===== src/rtl/erlf_pkg.sv =====
// ----------------------------------------------------------------------------
// erlf_pkg
// Types, constants and the exponential table for the root fraction pipeline.
// ----------------------------------------------------------------------------
`default_nettype none

package erlf_pkg;

    localparam int EXP_BITS  = 33;   // exponent bits, Q13.20
    localparam int FRAC_BITS = 17;   // quotient bits, Q1.16
    localparam int REM_W     = 49;   // divider remainder width

    localparam logic [32:0] ONE_Q32   = 33'h1_0000_0000;
    localparam logic [64:0] ROUND_Q32 = 65'h0_8000_0000;
    localparam logic [16:0] FRAC_ONE  = 17'h1_0000;

    typedef struct packed {
        logic        valid;
        logic        bare;
        logic [32:0] x_d;
        logic [32:0] x_1;
        logic [32:0] x_12;
        logic [32:0] e_d;
        logic [32:0] e_1;
        logic [32:0] e_12;
    } erlf_exp_t;

    typedef struct packed {
        logic             valid;
        logic             bare;
        logic             degen;
        logic             sat1;
        logic             sat2;
        logic [32:0]      den;
        logic [REM_W-1:0] rem1;
        logic [REM_W-1:0] rem2;
        logic [16:0]      q1;
        logic [16:0]      q2;
    } erlf_div_t;

    // truncating long division, used only while the table is built
    function automatic longint unsigned table_div(input longint unsigned num,
                                                  input longint unsigned den);
        longint unsigned q;
        longint unsigned r;
        q = 64'd0;
        r = 64'd0;
        for (int b = 63; b >= 0; b--)
        begin
            r = {r[62:0], num[b]};
            if (r >= den)
            begin
                r    = r - den;
                q[b] = 1'b1;
            end
        end
        return q;
    endfunction

    // e^-(2^(idx-20)) in Q0.32; evaluated at elaboration only.
    function automatic logic [31:0] exp_tab_entry(input int idx);
        longint unsigned term;
        longint unsigned sum;
        longint unsigned t;
        int              m;
        t = 64'd0;
        for (int i = 0; i <= idx; i++)
        begin
            if (i < 20)
            begin
                m    = 20 - i;
                term = 64'd1 << 60;
                sum  = 64'd1 << 60;
                for (longint unsigned n = 1; n <= 40; n++)
                begin
                    term = table_div(term >> m, n);
                    if (n[0])
                        sum = sum - term;
                    else
                        sum = sum + term;
                end
                t = (sum + (64'd1 << 27)) >> 28;
            end
            else
            begin
                t = (t * t + (64'd1 << 31)) >> 32;
            end
        end
        return t[31:0];
    endfunction

endpackage

`default_nettype wire


===== src/rtl/erlf_exp_stage.sv =====
// ----------------------------------------------------------------------------
// erlf_exp_stage
// One bit of the e^-x product chain for all three exponents.
// ----------------------------------------------------------------------------
`default_nettype none

module erlf_exp_stage
    import erlf_pkg::*;
#(
    parameter int BIT = 0
)
(
    input  wire logic      clk,
    input  wire logic      rst_n,
    input  wire logic      advance,
    input  wire erlf_exp_t stage_in,
    output erlf_exp_t      stage_out
);

    localparam logic [31:0] TAB_VAL = exp_tab_entry(BIT);

    erlf_exp_t   stage_reg;
    erlf_exp_t   stage_next;
    logic [64:0] prod_d;
    logic [64:0] prod_1;
    logic [64:0] prod_12;

    always_comb
    begin
        prod_d  = 65'(stage_in.e_d)  * 65'(TAB_VAL) + ROUND_Q32;
        prod_1  = 65'(stage_in.e_1)  * 65'(TAB_VAL) + ROUND_Q32;
        prod_12 = 65'(stage_in.e_12) * 65'(TAB_VAL) + ROUND_Q32;
        stage_next = stage_in;
        if (stage_in.x_d[BIT])
            stage_next.e_d = prod_d[64:32];
        if (stage_in.x_1[BIT])
            stage_next.e_1 = prod_1[64:32];
        if (stage_in.x_12[BIT])
            stage_next.e_12 = prod_12[64:32];
    end

    always_ff @(posedge clk or negedge rst_n)
    begin
        if (!rst_n)
            stage_reg <= '0;
        else if (advance)
            stage_reg <= stage_next;
    end

    assign stage_out = stage_reg;

endmodule

`default_nettype wire


===== config.mk =====
export PLATFORM = sky130hd
export DESIGN_NAME = erlf_exp_stage
export DESIGN_NICKNAME = d
export VERILOG_FILES = /design/src/rtl/erlf_pkg.sv /design/src/rtl/erlf_exp_stage.sv
export SDC_FILE = /design/constraint.sdc
export NUM_CORES = 2
export LEC_CHECK = 0
export CAP_MARGIN = 30
export CORE_MARGIN = 3
export CORE_UTILIZATION = 55
export DETAILED_ROUTE_END_ITERATION = 8
export DONT_BUFFER_PORTS = 1
export GPL_TIMING_DRIVEN = 0
export PLACE_DENSITY = 0.7
export SKIP_LAST_GASP = 1
export SLEW_MARGIN = 10
export SYNTH_ARGS = -nofsm -noshare
export SYNTH_HDL_FRONTEND = slang
export SYNTH_SLANG_ARGS = --single-unit

===== constraint.sdc =====
create_clock -name clk -period 1.1 [get_ports clk]
set_clock_uncertainty 0.2 [all_clocks]
set_input_delay 0.055 -clock clk [delete_from_list [all_inputs] [get_ports clk]]
set_output_delay 0.055 -clock clk [all_outputs]
set_load 0.02 [all_outputs]

==> metrics.md <==
| Metric | Value |
|---|---|
| Root buffer cell | `clkbuf_16` |
| Worst setup EP type | `register` |
| Most common cell after layout, fill and taps aside | `inv_1` |
| DRC Markers | `0` |
| Required @ worst endpoint | `1290 ps` |
| GPL Wtd Cong | `0.999` |
| TritonRoute pass-1 iters | `7` |
| Final net count | `7011` |
| Top cell by count, worst path | `fa_1` |
| Period utilisation layout | `6.75` |
| CP max stage delay | `640 ps` |
| Final setup viols | `302` |
| Row count | `107` |
| Post-synthesis cell count | `4902` |
| Sequential area share after synthesis | `0.105` |
| Area Overhead vs Synth | `21.5%` |
| Routed WL | `156000 µm` |
| Post-DRT Antenna Nets | `0` |
| Syn Nets | `6548` |
| Failing checks | `negative hold slack, negative setup slack` |
| Hold Vio Cnt, Final | `220` |
| Share of layout cells above drive strength 1 | `0.237` |
| Post-synth EDFFs | `0` |
| CTS HTree Levels | `4` |
| Worst rel slew slack | `0.326` |
| Netlist area before placement | `47900 µm²` |
| GRT Residual Overflow | `0` |
| Setup crit start kind | `input port` |
| Total Routing Usage GR | `0.349` |
| Seq cells post-synth | `200` |
| Status | `finished with violations` |
| DIE AREA | `90600 µm²` |
| Core area | `85700 µm²` |
| Worst-margin pin slew | `1010 ps` |
| Critical Path AT | `7610 ps` |
| Fin crit period | `7420 ps` |
| I/O Pins | `403` |
| Async S/R FF share, synth | `1.00` |
| Via count | `37500` |
| Wire per inst | `24.0 µm` |
| R2R Setup Slk | `-210 ps` |
| Worst-path clk slew | `80 ps` |
| Total CTS buffers | `17` |
| Port Buffers | `0` |
| DRT iter0 DRCs | `3085` |
| Vias in the first global route | `39900` |
| Most frequent cells in the layout | `inv_1 (1324), fa_1 (960), ha_1 (365), buf_4 (231), dfrtp_2 (199)` |
| Max cap viols | `0` |
| Min Hold Slack | `-969 ps` |
| Max FFs per register | `200` |
| Global Route met3 Usage | `0.0865` |
| Die H | `301 µm` |
| Synth Flop Type | `dfrtp_1` |
| First-pass GRT wire length | `236000 µm` |
| CP top delay family | `adder cells` |
| Final WS setup | `-6320 ps` |
| Vias per cell | `5.75` |
| Unrepaired setup endpoints after global routing | `yes` |
| Initial Utilization | `0.559` |
| Maximum buffer depth of the clock tree | `2` |
| CP Class | `in2reg` |
| Sink Count | `200` |
| Synth warnings | `0` |
| CP Buf/Inv Count | `9` |
| Netlist cell types | `101` |
| GRT met2 Usage | `0.566` |
| Pre-CTS WS | `-7450 ps` |
| Fmax | `135 MHz` |
| Chip width | `301 µm` |
| Global-route met1 utilization | `0.446` |
| Antenna violations before repair | `9` |
| Largest net degree at the start of global routing | `201` |
| Worst hold path type | `in2async` |
| CP max-delay cell | `fa_2` |
| Clk Latency, worst-skew pair | `510 ps` |
| CTS tree | `built` |
| Final Max Slew Viols | `0` |
| Most Used Layer, Global Route | `met2` |
| Post-detail-place hpwl | `128000 µm` |
| Crit-path max FO | `4` |
| Mean Syn Cell Area | `9.77 µm²` |
Yosys cell counts (14+ instances only):
library cell	n	area [µm²]
o211ai_1	23	173
a31oi_1	17	106
and3_1	26	163
fa_1	1017	20400
nand3_1	67	335
xor2_1	62	543
o21a_1	21	158
nand2_1	156	586
nor4_1	17	106
nand4_1	52	325
nor3_1	56	280
mux2i_1	14	140
and2_1	23	144
o21bai_1	26	195
dfrtp_1	200	5000
a211oi_1	37	278
or3_1	27	169
a21o_1	105	788
nor2_1	178	668
mux2_2	121	1360
inv_1	1399	5250
xnor2_1	107	937
nand2b_1	16	100
o21ai_0	138	691
a21oi_1	209	1050
nor2b_1	20	125
o31ai_1	17	128
clkbuf_1	98	368
ha_1	426	5330
cell type report:
| type | instances | area, µm² |
|---|---|---|
| Buffer | 91 | 571 |
| Inverter | 1401 | 5390 |
| Timing Repair Buffer | 467 | 4190 |
| Tap cell | 1144 | 1430 |
| Fill cell | 6444 | 27500 |
| Clock buffer | 17 | 425 |
| Clock inverter | 15 | 209 |
| Sequential cell | 200 | 5250 |
| Antenna cell | 2 | 5.00 |
| Multi-Input combinational cell | 3187 | 40700 |
routing by layer:
layer  vias to the layer above  share of wire
met5                         -        0.00036
met4                         6          0.051
met3                       367          0.092
met2                      1660           0.47
met1                     19200           0.38
li1                      16200              -
cell families (layout without fill, tap and decap cells):
| family | count (synthesis) | in the layout | share of synthesized area |
|---|---|---|---|
| AOI/OAI and AO/OA | 727 | 727 | 0.100 |
| xor gates and xnor gates | 170 | 170 | 0.0312 |
| adders and majority gates | 1443 | 1443 | 0.536 |
| buffers and inverters | 1515 | 1991 | 0.119 |
| DFF | 200 | 200 | 0.105 |
| muxes | 135 | 135 | 0.0314 |
| other | 0 | 2 | 0 |
| and+or+nand+nor | 712 | 712 | 0.0772 |
metrics by stage:
stage                     cells   util  setup TNS [ps]  instance area [µm²]
after floorplan            4902      -         -570140                48600
after global placement     6046  0.584         -678820                50100
after detailed placement   6046  0.584         -684610                50100
after CTS                  6432  0.658         -601860                56400
after global routing       6523  0.679         -626480                58200
final                      6524  0.679         -601540                58200
worst paths after layout:
path,start,end,cells after the start
hold / removal,rst_n,stage_out[197],0
setup / recovery,stage_in[40],stage_out[62],28
min in group clk,advance,stage_out[27],4
hold reg to reg,stage_out[14],stage_out[14],1
max in group asynchronous,rst_n,stage_out[40],0
setup reg to reg,stage_out[64],stage_out[64],2
what timing repair did:
action                                  in CTS  in global routing
gates cloned                                 1                  0
resized for setup                          664                251
endpoints found under the hold margin      399                213
hold buffers                               192                  2
endpoints found under the setup margin     312                303
buffers inserted                           182                 94
pin swaps                                  189                161
worst reg2reg max path, stage by stage (launching register included):
cell and delay [ps]:
dfrtp_2 490, or2_2 310, a32o_1 210
Power is left out: the tool's default activity adds up to more than one toggle a clock period on the data nets, which glitch-free logic cannot reach.
