<file path="config.mk">
export PLATFORM = sky130hd
export DESIGN_NAME = erlf_ratio_prep
export DESIGN_NICKNAME = d
export VERILOG_FILES = /design/src/rtl/erlf_pkg.sv /design/src/rtl/erlf_ratio_prep.sv
export SDC_FILE = /design/constraint.sdc
export NUM_CORES = 1
export LEC_CHECK = 0
export BUFFER_PORTS_ARGS = -buffer_cell sky130_fd_sc_hd__clkbuf_2
export CORE_MARGIN = 1
export CORE_UTILIZATION = 60
export CTS_CLUSTER_DIAMETER = 40
export DETAILED_ROUTE_END_ITERATION = 8
export PLACE_DENSITY = 0.85
export SLEW_MARGIN = 40
export SYNTH_ARGS = -nofsm -noshare
export SYNTH_HDL_FRONTEND = slang
export SYNTH_SLANG_ARGS = --single-unit
</file>
<file path="constraint.sdc">
create_clock -name clk -period 8.3 [get_ports clk]
set_input_delay 0.83 -clock clk [delete_from_list [all_inputs] [get_ports clk]]
set_output_delay 0.83 -clock clk [all_outputs]
set_load 0.005 [all_outputs]
</file>
<file path="src/rtl/erlf_pkg.sv">
// ----------------------------------------------------------------------------
// erlf_pkg
// Types, constants and the exponential table for the root fraction pipeline.
// ----------------------------------------------------------------------------
`default_nettype none

package erlf_pkg;

    localparam int EXP_BITS  = 33;   // exponent bits, Q13.20
    localparam int FRAC_BITS = 17;   // quotient bits, Q1.16
    localparam int REM_W     = 49;   // divider remainder width

    localparam logic [32:0] ONE_Q32   = 33'h1_0000_0000;
    localparam logic [64:0] ROUND_Q32 = 65'h0_8000_0000;
    localparam logic [16:0] FRAC_ONE  = 17'h1_0000;

    typedef struct packed {
        logic        valid;
        logic        bare;
        logic [32:0] x_d;
        logic [32:0] x_1;
        logic [32:0] x_12;
        logic [32:0] e_d;
        logic [32:0] e_1;
        logic [32:0] e_12;
    } erlf_exp_t;

    typedef struct packed {
        logic             valid;
        logic             bare;
        logic             degen;
        logic             sat1;
        logic             sat2;
        logic [32:0]      den;
        logic [REM_W-1:0] rem1;
        logic [REM_W-1:0] rem2;
        logic [16:0]      q1;
        logic [16:0]      q2;
    } erlf_div_t;

    // truncating long division, used only while the table is built
    function automatic longint unsigned table_div(input longint unsigned num,
                                                  input longint unsigned den);
        longint unsigned q;
        longint unsigned r;
        q = 64'd0;
        r = 64'd0;
        for (int b = 63; b >= 0; b--)
        begin
            r = {r[62:0], num[b]};
            if (r >= den)
            begin
                r    = r - den;
                q[b] = 1'b1;
            end
        end
        return q;
    endfunction

    // e^-(2^(idx-20)) in Q0.32; evaluated at elaboration only.
    function automatic logic [31:0] exp_tab_entry(input int idx);
        longint unsigned term;
        longint unsigned sum;
        longint unsigned t;
        int              m;
        t = 64'd0;
        for (int i = 0; i <= idx; i++)
        begin
            if (i < 20)
            begin
                m    = 20 - i;
                term = 64'd1 << 60;
                sum  = 64'd1 << 60;
                for (longint unsigned n = 1; n <= 40; n++)
                begin
                    term = table_div(term >> m, n);
                    if (n[0])
                        sum = sum - term;
                    else
                        sum = sum + term;
                end
                t = (sum + (64'd1 << 27)) >> 28;
            end
            else
            begin
                t = (t * t + (64'd1 << 31)) >> 32;
            end
        end
        return t[31:0];
    endfunction

endpackage

`default_nettype wire

</file>
<file path="src/rtl/erlf_ratio_prep.sv">
// ----------------------------------------------------------------------------
// erlf_ratio_prep
// Forms denominator and numerators, then dividend and saturation flags.
// ----------------------------------------------------------------------------
`default_nettype none

module erlf_ratio_prep
    import erlf_pkg::*;
(
    input  wire logic      clk,
    input  wire logic      rst_n,
    input  wire logic      advance,
    input  wire erlf_exp_t prep_in,
    output erlf_div_t      prep_out
);

    typedef struct packed {
        logic        valid;
        logic        bare;
        logic        degen;
        logic [32:0] den;
        logic [32:0] num1;
        logic [32:0] num2;
    } prep_t;

    prep_t            mid_reg;
    prep_t            mid_next;
    erlf_div_t        out_reg;
    erlf_div_t        out_next;
    logic [REM_W-1:0] dividend1;
    logic [REM_W-1:0] dividend2;
    logic [REM_W-1:0] limit;

    always_comb
    begin
        mid_next.valid = prep_in.valid;
        mid_next.bare  = prep_in.bare;
        mid_next.degen = !prep_in.bare && (prep_in.e_d == ONE_Q32);
        mid_next.den   = ONE_Q32 - prep_in.e_d;
        mid_next.num1  = ONE_Q32 - prep_in.e_1;
        // rounding can push the deeper exponential above the shallower one
        if (prep_in.e_12 > prep_in.e_1)
            mid_next.num2 = '0;
        else
            mid_next.num2 = prep_in.e_1 - prep_in.e_12;
    end

    always_comb
    begin
        dividend1 = (REM_W'(mid_reg.num1) << 16) + REM_W'(mid_reg.den >> 1);
        dividend2 = (REM_W'(mid_reg.num2) << 16) + REM_W'(mid_reg.den >> 1);
        // quotient exceeds 1.0 when dividend >= 65537 * den
        limit     = (REM_W'(mid_reg.den) << 16) + REM_W'(mid_reg.den);
        out_next.valid = mid_reg.valid;
        out_next.bare  = mid_reg.bare;
        out_next.degen = mid_reg.degen;
        out_next.sat1  = dividend1 >= limit;
        out_next.sat2  = dividend2 >= limit;
        out_next.den   = mid_reg.den;
        out_next.rem1  = dividend1;
        out_next.rem2  = dividend2;
        out_next.q1    = '0;
        out_next.q2    = '0;
    end

    always_ff @(posedge clk or negedge rst_n)
    begin
        if (!rst_n)
        begin
            mid_reg <= '0;
            out_reg <= '0;
        end
        else if (advance)
        begin
            mid_reg <= mid_next;
            out_reg <= out_next;
        end
    end

    assign prep_out = out_reg;

endmodule

`default_nettype wire

</file>
==> metrics, run 1 <==
Congestion Overflow GR 0; vias per std cell between 5 and 6; antenna-violating nets left 0; core area 25300 sq um; Resize count post-CTS 0; footprint of the multi-input gates around 9600 sq um; Hold Fails Final Rpt 0; count leader, synth dfrtp_1; initial core utilization slightly above 60%; Post-CTS Hold Buffers 0; maximum number of pins on one net before global-route repair 97; largest cells by area after synthesis dfrtp_1 (33%), ha_1 (13%), mux2_2 (9.3%), xnor2_1 (5.8%), xor2_1 (3.9%); routability congestion estimate between 0.8 and 0.9; root buffer cell clkbuf_16; fraction of the cycle the final worst path needs around 66%; worst supply voltage drop on vdd roughly 0.19 mV; Wirelength per Cell approximately 19 microns; drc violations 0; most frequent cells after synthesis dfrtp_1 (206), ha_1 (163), mux2_2 (129), nor2_1 (126), xnor2_1 (103); length of the first detailed-routing pass in iterations 5; critical path class flip-flop to flip-flop; fmax 0.184 GHz; CTS Buf Count 34; max reg flops 104; Worst slew margin approximately two fifths; die boundary width roughly 160 microns; transition time at the pin with the least slew margin between 0.8 and 0.9 ns; class of the tightest hold or removal check input port to async pin; clock latency on the worst-skew pair 0.52 ns; max-capacitance violation count 0; largest area contributor in the synthesized netlist dfrtp_1; outcome finished, final reports clean; die area around 27000 sq um; endpoint arrival time on the critical path a little under 6 ns; Filler Cell Count 1862; portion of the post-synthesis area used by sequential elements roughly a third; CTS Sinks between 200 and 250; final period demand of the worst path around 5.4 ns; number of antenna violations at the first check in global routing 0; setup total negative slack 0 ns; RSZ-0062 raised after global routing false; number of H-tree levels 2; top-area cell type share of the netlist area ~33%; Seq pwr share about a third; Via Count between 10000 and 15000; fraction of power spent switching nets 35.3%; post-CTS clock slew at the launch and capture registers of the worst setup and hold paths around 0.060 ns; number of buffers added for setup after CTS 0; clock share of power between 30% and 40%; I/O pin cnt between 300 and 400; post-detail-place hpwl approximately 32000 microns; Die H about 160 microns; fraction of final layout cells with drive strength greater than 1 24.7%; category of the worst setup path launch point flip-flop; Leak Pwr 8.53 nW; top fanout value on the critical path 9; final setup violation count 0; count of warnings emitted by yosys 0; fin cells roughly 2200; post-synth cell types 81; area grow syn2layout 14.9%; clock tree from TritonCTS built; wire length after detailed routing approximately 42000 microns; combinational cell fraction of total power 34.5%; Internal Power between 2 and 3 mW; count of input and output buffers 239; Avg Inst Size Synth about 9.6 sq um; antenna diode instance count 0; number of flops mapped to enable cells by yosys 0; maximum buffer depth of the clock tree 3; Max Clock Skew approximately 0.032 ns; placed instance count around 2100; endpoint type of the worst setup path flip-flop; Post-Syn Area approximately 16000 sq um; Async S/R FF share, synth 100%; most used flip-flop cell after synthesis dfrtp_1; number of global-route vias before repair 12900; power density over the cells 239 nW/um^2; total chip power around 4.3 mW; number of placement rows between 50 and 60; initial drt markers 1059; total area of sequential cells 5150 sq um; Final #Nets about 2200; first-pass GRT wire length 65600 microns; Cells after Synth ~1600; GRT Total Usage 31.5%; number of max-slew violations in the final report 0; required time at the worst-slack endpoint about 8.7 ns; power spent charging and discharging nets 1.51 mW; post-synthesis register bit count roughly 200
[worst max-delay path, stage by stage (launching register included)]
cell and delay, ns:
dfrtp_1 0.63, inv_1 0.15, fa_1 0.47, nor2b_1 0.18, o31a_1 0.19, o41ai_2 0.10
a2111oi_1 0.51, or2_1 0.24, a31oi_1 0.22, nor3_1 0.52, xnor2_1 0.24, ha_1 0.30
a21o_1 0.16, a21o_1 0.16, a21o_1 0.17, a21oi_1 0.14, nor2b_1 0.06, o211ai_1 0.16
nand4b_1 0.18, o41ai_1 0.39, o21ai_1 0.11
[worst paths after layout]
path	start	slack [ns]	cells after the start	endpoint
min reg2reg	mid_reg[101]$_DFFE_PN0P_	0.50	1	prep_out[169]$_DFFE_PN0P_
max reg2reg	mid_reg[83]$_DFFE_PN0P_	2.85	20	prep_out[165]$_DFFE_PN0P_
max	mid_reg[83]$_DFFE_PN0P_	2.85	20	prep_out[165]$_DFFE_PN0P_
min in group clk	mid_reg[101]$_DFFE_PN0P_	0.50	1	prep_out[169]$_DFFE_PN0P_
max in group asynchronous	rst_n	6.75	2	prep_out[130]$_DFFE_PN0P_
min	rst_n	0.31	1	prep_out[55]$_DFFE_PN0P_
[cell usage in the layout (no fill, tap or decap), drive strengths merged, types with 7 or more instances in the layout]
cell | synthesis | layout
a211oi | 11 | 11
a21o | 56 | 56
a21oi | 84 | 84
a31oi | 13 | 13
and2 | 7 | 7
and3 | 19 | 19
buf | 73 | 8
clkbuf | 28 | 278
conb | 1 | 34
dfrtp | 206 | 206
ha | 163 | 163
inv | 77 | 85
mux2 | 129 | 129
nand2 | 85 | 85
nand2b | 15 | 15
nand3 | 37 | 37
nand4 | 25 | 25
nor2 | 127 | 127
nor2b | 20 | 20
nor3 | 30 | 30
nor4 | 18 | 18
o211ai | 9 | 9
o21a | 14 | 14
o21ai | 70 | 70
o21bai | 11 | 11
o2bb2ai | 26 | 26
or2 | 8 | 8
or4 | 11 | 11
xnor2 | 103 | 103
xor2 | 69 | 69
[layout make-up]
class / count / area share [%]
clock inverter: 19 / 1.29
inverter: 77 / 1.62
timing repair buffer: 245 / 7.08
clock buffer: 41 / 5.13
sequential: 206 / 28.8
tap: 330 / 2.31
multi-input combinational: 1264 / 53.7
[metal layers]
layer  share of wire, %  up-vias  global-route usage (%)  routed length (microns)
met5                  0        -                       0                        0
met4                3.4        0                    12.9                     1420
met3                5.8      106                    3.49                     2430
met2                 50      503                    55.1                    20700
met1                 41     6291                    39.5                    17100
li1                   -     6137                       -                        -
[power by group through the flow]
stage | logic, mW | registers [mW] | clock network [mW]
3_3_place_gp | 1.38 | 1.38 | 0
6_report | 1.47 | 1.38 | 1.42
4_1_cts | 1.46 | 1.37 | 1.43
3_5_place_dp | 1.44 | 1.39 | 0
5_1_grt | 1.63 | 1.40 | 1.47
2_1_floorplan | 0.995 | 1.33 | 0
[cell families after synthesis]
group                    synth area share, %
buffers and inverters                   5.90
adder cells (fa/ha/maj)                 13.8
multiplexers                            9.47
AO/OA/AOI/OAI                           13.9
XOR/XNOR                                9.69
flip-flops                              33.1
AND/OR/NAND/NOR                         14.2
other                                 0.0241
[through the flow]
step           utilization, %  setup slack (ns)  cell area [sq um]  hold slack [ns]
4_1_cts                  70.5              2.95              17900            0.424
3_3_place_gp             66.0              3.06              16700            0.483
2_1_floorplan               -              3.92              15700            0.461
3_5_place_dp             66.0              3.02              16700            0.484
6_report                 70.6              2.85              17900            0.314
5_1_grt                  70.6              2.42              17900            0.394
(Power assumes the default switching activity.)
==> inputs of run 2 (changes only) <==
ABC_AREA = 1   (was default)
CORE_UTILIZATION = 51   (was 60)
PLACE_DENSITY = 0.75   (was 0.85)
clock period = 5 ns   (was 8.3 ns; I/O delays follow)
==> run 2 against run 1 <==
Maximum frequency rose by 25%. Synthesized cell count up 47%. Sequential power rose by 56%. First-iteration DRC count increased by 8.2%. Area after synthesis grew 11%. Non-clock buffer count rose by 4. Cell count increased by 40%. Sequential cell count is the same. Clock skew decreased by 0.014 ns. Via count up 25%. Critical path type unchanged.
==> metrics, run 2 <==
outcome finished, final reports clean; number of flops mapped to enable cells by yosys 0; Die H between 150 and 200 microns; xor and xnor fraction of the mapped netlist area under 10%; max reg flops around 100; Cells after Synth roughly 2400; drc violations 0; CTS Buf Count 31; final period demand of the worst path between 4 and 5 ns; multiplexer share of the synthesized area 0%; Wirelength per Cell approximately 16 microns; final setup violation count 0; startpoint of the tightest hold check path prep_in[199]; wire length after detailed routing between 40000 and 50000 microns; Post-Syn Area approximately 17000 sq um; Max Clock Skew around 0.018 ns; I/O pin cnt 373; Seq pwr share roughly a third; initial core utilization about half; Internal Power 4.21 mW; most frequent cells in the layout nand2_1 (696), inv_1 (257), clkbuf_2 (237); Via Count 16200; post-synthesis register bit count 206; post-synthesis compound-gate area fraction approximately an eighth; final hold slack 0.150 ns; vias per std cell roughly 5.3; endpoint type of the worst setup path flip-flop; Avg Inst Size Synth about 7.3 sq um; area grow syn2layout 14.1%; number of max-slew violations in the final report 0; largest area contributor in the synthesized netlist dfrtp_1; first-pass GRT wire length about 78000 microns; endpoint arrival time on the critical path approximately 4.9 ns; count of warnings emitted by yosys 0; total chip power between 6 and 7 mW; Filler Cell Count 3131; Leak Pwr 10.5 nW; antenna diode instance count 0; post-CTS clock slew at the launch and capture registers of the worst setup and hold paths 0.06 ns; footprint of the multi-input gates approximately 11000 sq um; root buffer cell clkbuf_16; class of the tightest hold or removal check input port to flip-flop; Async S/R FF share, synth 100%; max incr delay on CP between 0.7 and 0.8 ns; combinational cell fraction of total power roughly a third; most frequent CP cell nand2_1; total area of sequential cells between 5000 and 6000 sq um; fraction of power spent switching nets between 30% and 40%; largest cells by area after synthesis dfrtp_1 (30%), nand2_1 (15%), ha_1 (12%), inv_1 (5.6%), xor2_1 (4.9%); Critical R2R Launch mid_reg[84]$_DFFE_PN0P_; transition time at the pin with the least slew margin just under 0.8 ns; critical path class flip-flop to flip-flop; top-area cell type share of the netlist area between 20% and 30%; fraction of the cycle the final worst path needs 87.3%; count leader, synth nand2_1; post-detail-place hpwl approximately 40000 microns; CTS Sinks 206; power spent charging and discharging nets approximately 2.6 mW; most used flip-flop cell after synthesis dfrtp_1; portion of the post-synthesis area used by sequential elements between 20% and 30%; Hold Fails Final Rpt 0; start point of the critical path mid_reg[84]$_DFFE_PN0P_; routability congestion estimate around 0.94; most common cell after layout, fill and taps aside nand2_1; length of the first detailed-routing pass in iterations 6; max-capacitance violation count 0; RSZ-0062 raised after global routing false; worst supply voltage drop on vdd 0.287 mV; number of antenna violations at the first check in global routing 0; fmax ~0.23 GHz; number of global-route vias before repair about 15000; antenna-violating nets left 0; setup total negative slack 0 ns; core area between 30000 and 40000 sq um; number of H-tree levels 1; combinational family with the most area after synthesis simple AND/OR/NAND/NOR gates; count of input and output buffers 239; fraction of final layout cells with drive strength greater than 1 between 15 and 20%; Final #Nets approximately 3000; required time at the worst-slack endpoint roughly 5.5 ns; die boundary width 186 microns; clock share of power 33.5%; top fanout value on the critical path 9; post-synthesis adder-cell area fraction about an eighth; clock latency on the worst-skew pair 0.58 ns; Resize count post-CTS 0; post-synth cell types 65; die area ~35000 sq um; number of placement rows 67; power density over the cells ~350 nW/um^2; category of the worst setup path launch point flip-flop; most frequent cells after synthesis nand2_1 (696), inv_1 (257), dfrtp_1 (206), ha_1 (163), nor2_1 (150); maximum buffer depth of the clock tree 3; synthesized-area fraction occupied by and/or/nand/nor cells between 20% and 30%; Congestion Overflow GR 0; GRT Total Usage 28.9%; initial drt markers about 1100; clock tree from TritonCTS built; maximum number of pins on one net before global-route repair roughly 120; library cell contributing the largest single delay on the critical path dfrtp_1; Worst slew margin a little under half; list of cells traversed by the critical path ha_1 > a21oi_1 > nand2_1 > a21oi_2 > inv_2 > a21oi_1 > o21ai_1 > nand2_1 > nand2_1 > and3_1 > nand4_1 > xor2_1 > ha_1 > nand2_1 > inv_1 > nand3_1 > nor3_1 > nand4_1 > nor2_1 > nand3_1 > nand4_1 > inv_1 > a21oi_1
run 2: path summary, 6_finish.rpt:
kind / endpoint / slack, ns / depth (start not counted)
worst min register to register: prep_out[164]$_DFFE_PN0P_ / 0.47 / 2
worst min-delay path: mid_reg[101]$_DFFE_PN0P_ / 0.15 / 3
max in group asynchronous: prep_out[131]$_DFFE_PN0P_ / 3.76 / 3
worst max-delay path: prep_out[165]$_DFFE_PN0P_ / 0.63 / 23
min in group asynchronous: prep_out[61]$_DFFE_PN0P_ / 0.34 / 2
worst max register to register: prep_out[165]$_DFFE_PN0P_ / 0.63 / 23
run 2: logic make-up (layout without fill, tap and decap cells):
kind of cell    count (synthesis)  count (layout)
fa+ha+maj                     167             167
simple gates                 1106            1106
buf+inv                       382             578
compound gates                370             370
other cells                     1              34
xor+xnor                      142             142
flops                         206             206
run 2: final cells by class:
type	count	share of cell area [%]
Multi-Input combinational cell	1819	53.5
Sequential cell	206	26.2
Timing Repair Buffer	249	6.69
Inverter	271	5.19
Clock buffer	35	4.11
Tap cell	448	2.84
Clock inverter	23	1.53
run 2: timing repair:
action | CTS | global route
hold buffers | 0 | 1
hold endpoints to repair | 0 | 20
buffers inserted | 0 | 0
run 2: power groups by stage:
stage	logic (mW)	clock network [mW]	registers, mW
floorplan	1.62	0	2.11
global placement	2.32	0	2.17
detailed placement	2.37	0	2.18
CTS	2.39	2.32	2.15
global route	2.73	2.40	2.18
finish	2.40	2.30	2.15
run 2: through the flow:
stage / instance area, sq um / std cells / setup slack, ns / utilization, %
floorplan: 17400 / 2407 / 1.69 / -
global placement: 18600 / 2991 / 0.910 / 55.5
detailed placement: 18600 / 2991 / 0.814 / 55.5
CTS: 19700 / 3049 / 0.773 / 58.8
global route: 19700 / 3051 / 0.356 / 58.9
finish: 19700 / 3051 / 0.633 / 58.9
run 2: layer usage:
| metal | GRT usage (%) | vias up | wire length (microns) |
|---|---|---|---|
| li1 | - | 8096 | - |
| met1 | 39.2 | 7527 | 22400 |
| met2 | 47.9 | 527 | 23200 |
| met3 | 3.37 | 98 | 2730 |
| met4 | 9.21 | 0 | 1640 |
| met5 | 0 | - | 0 |
run 2: critical path: cells and delay by family, from the launching register on:
family	cells	cell delay [ns]
compound gates	5	0.92
xor+xnor	1	0.32
fa+ha+maj	2	0.60
buf+inv	3	0.14
flops	1	0.71
simple gates	12	1.57
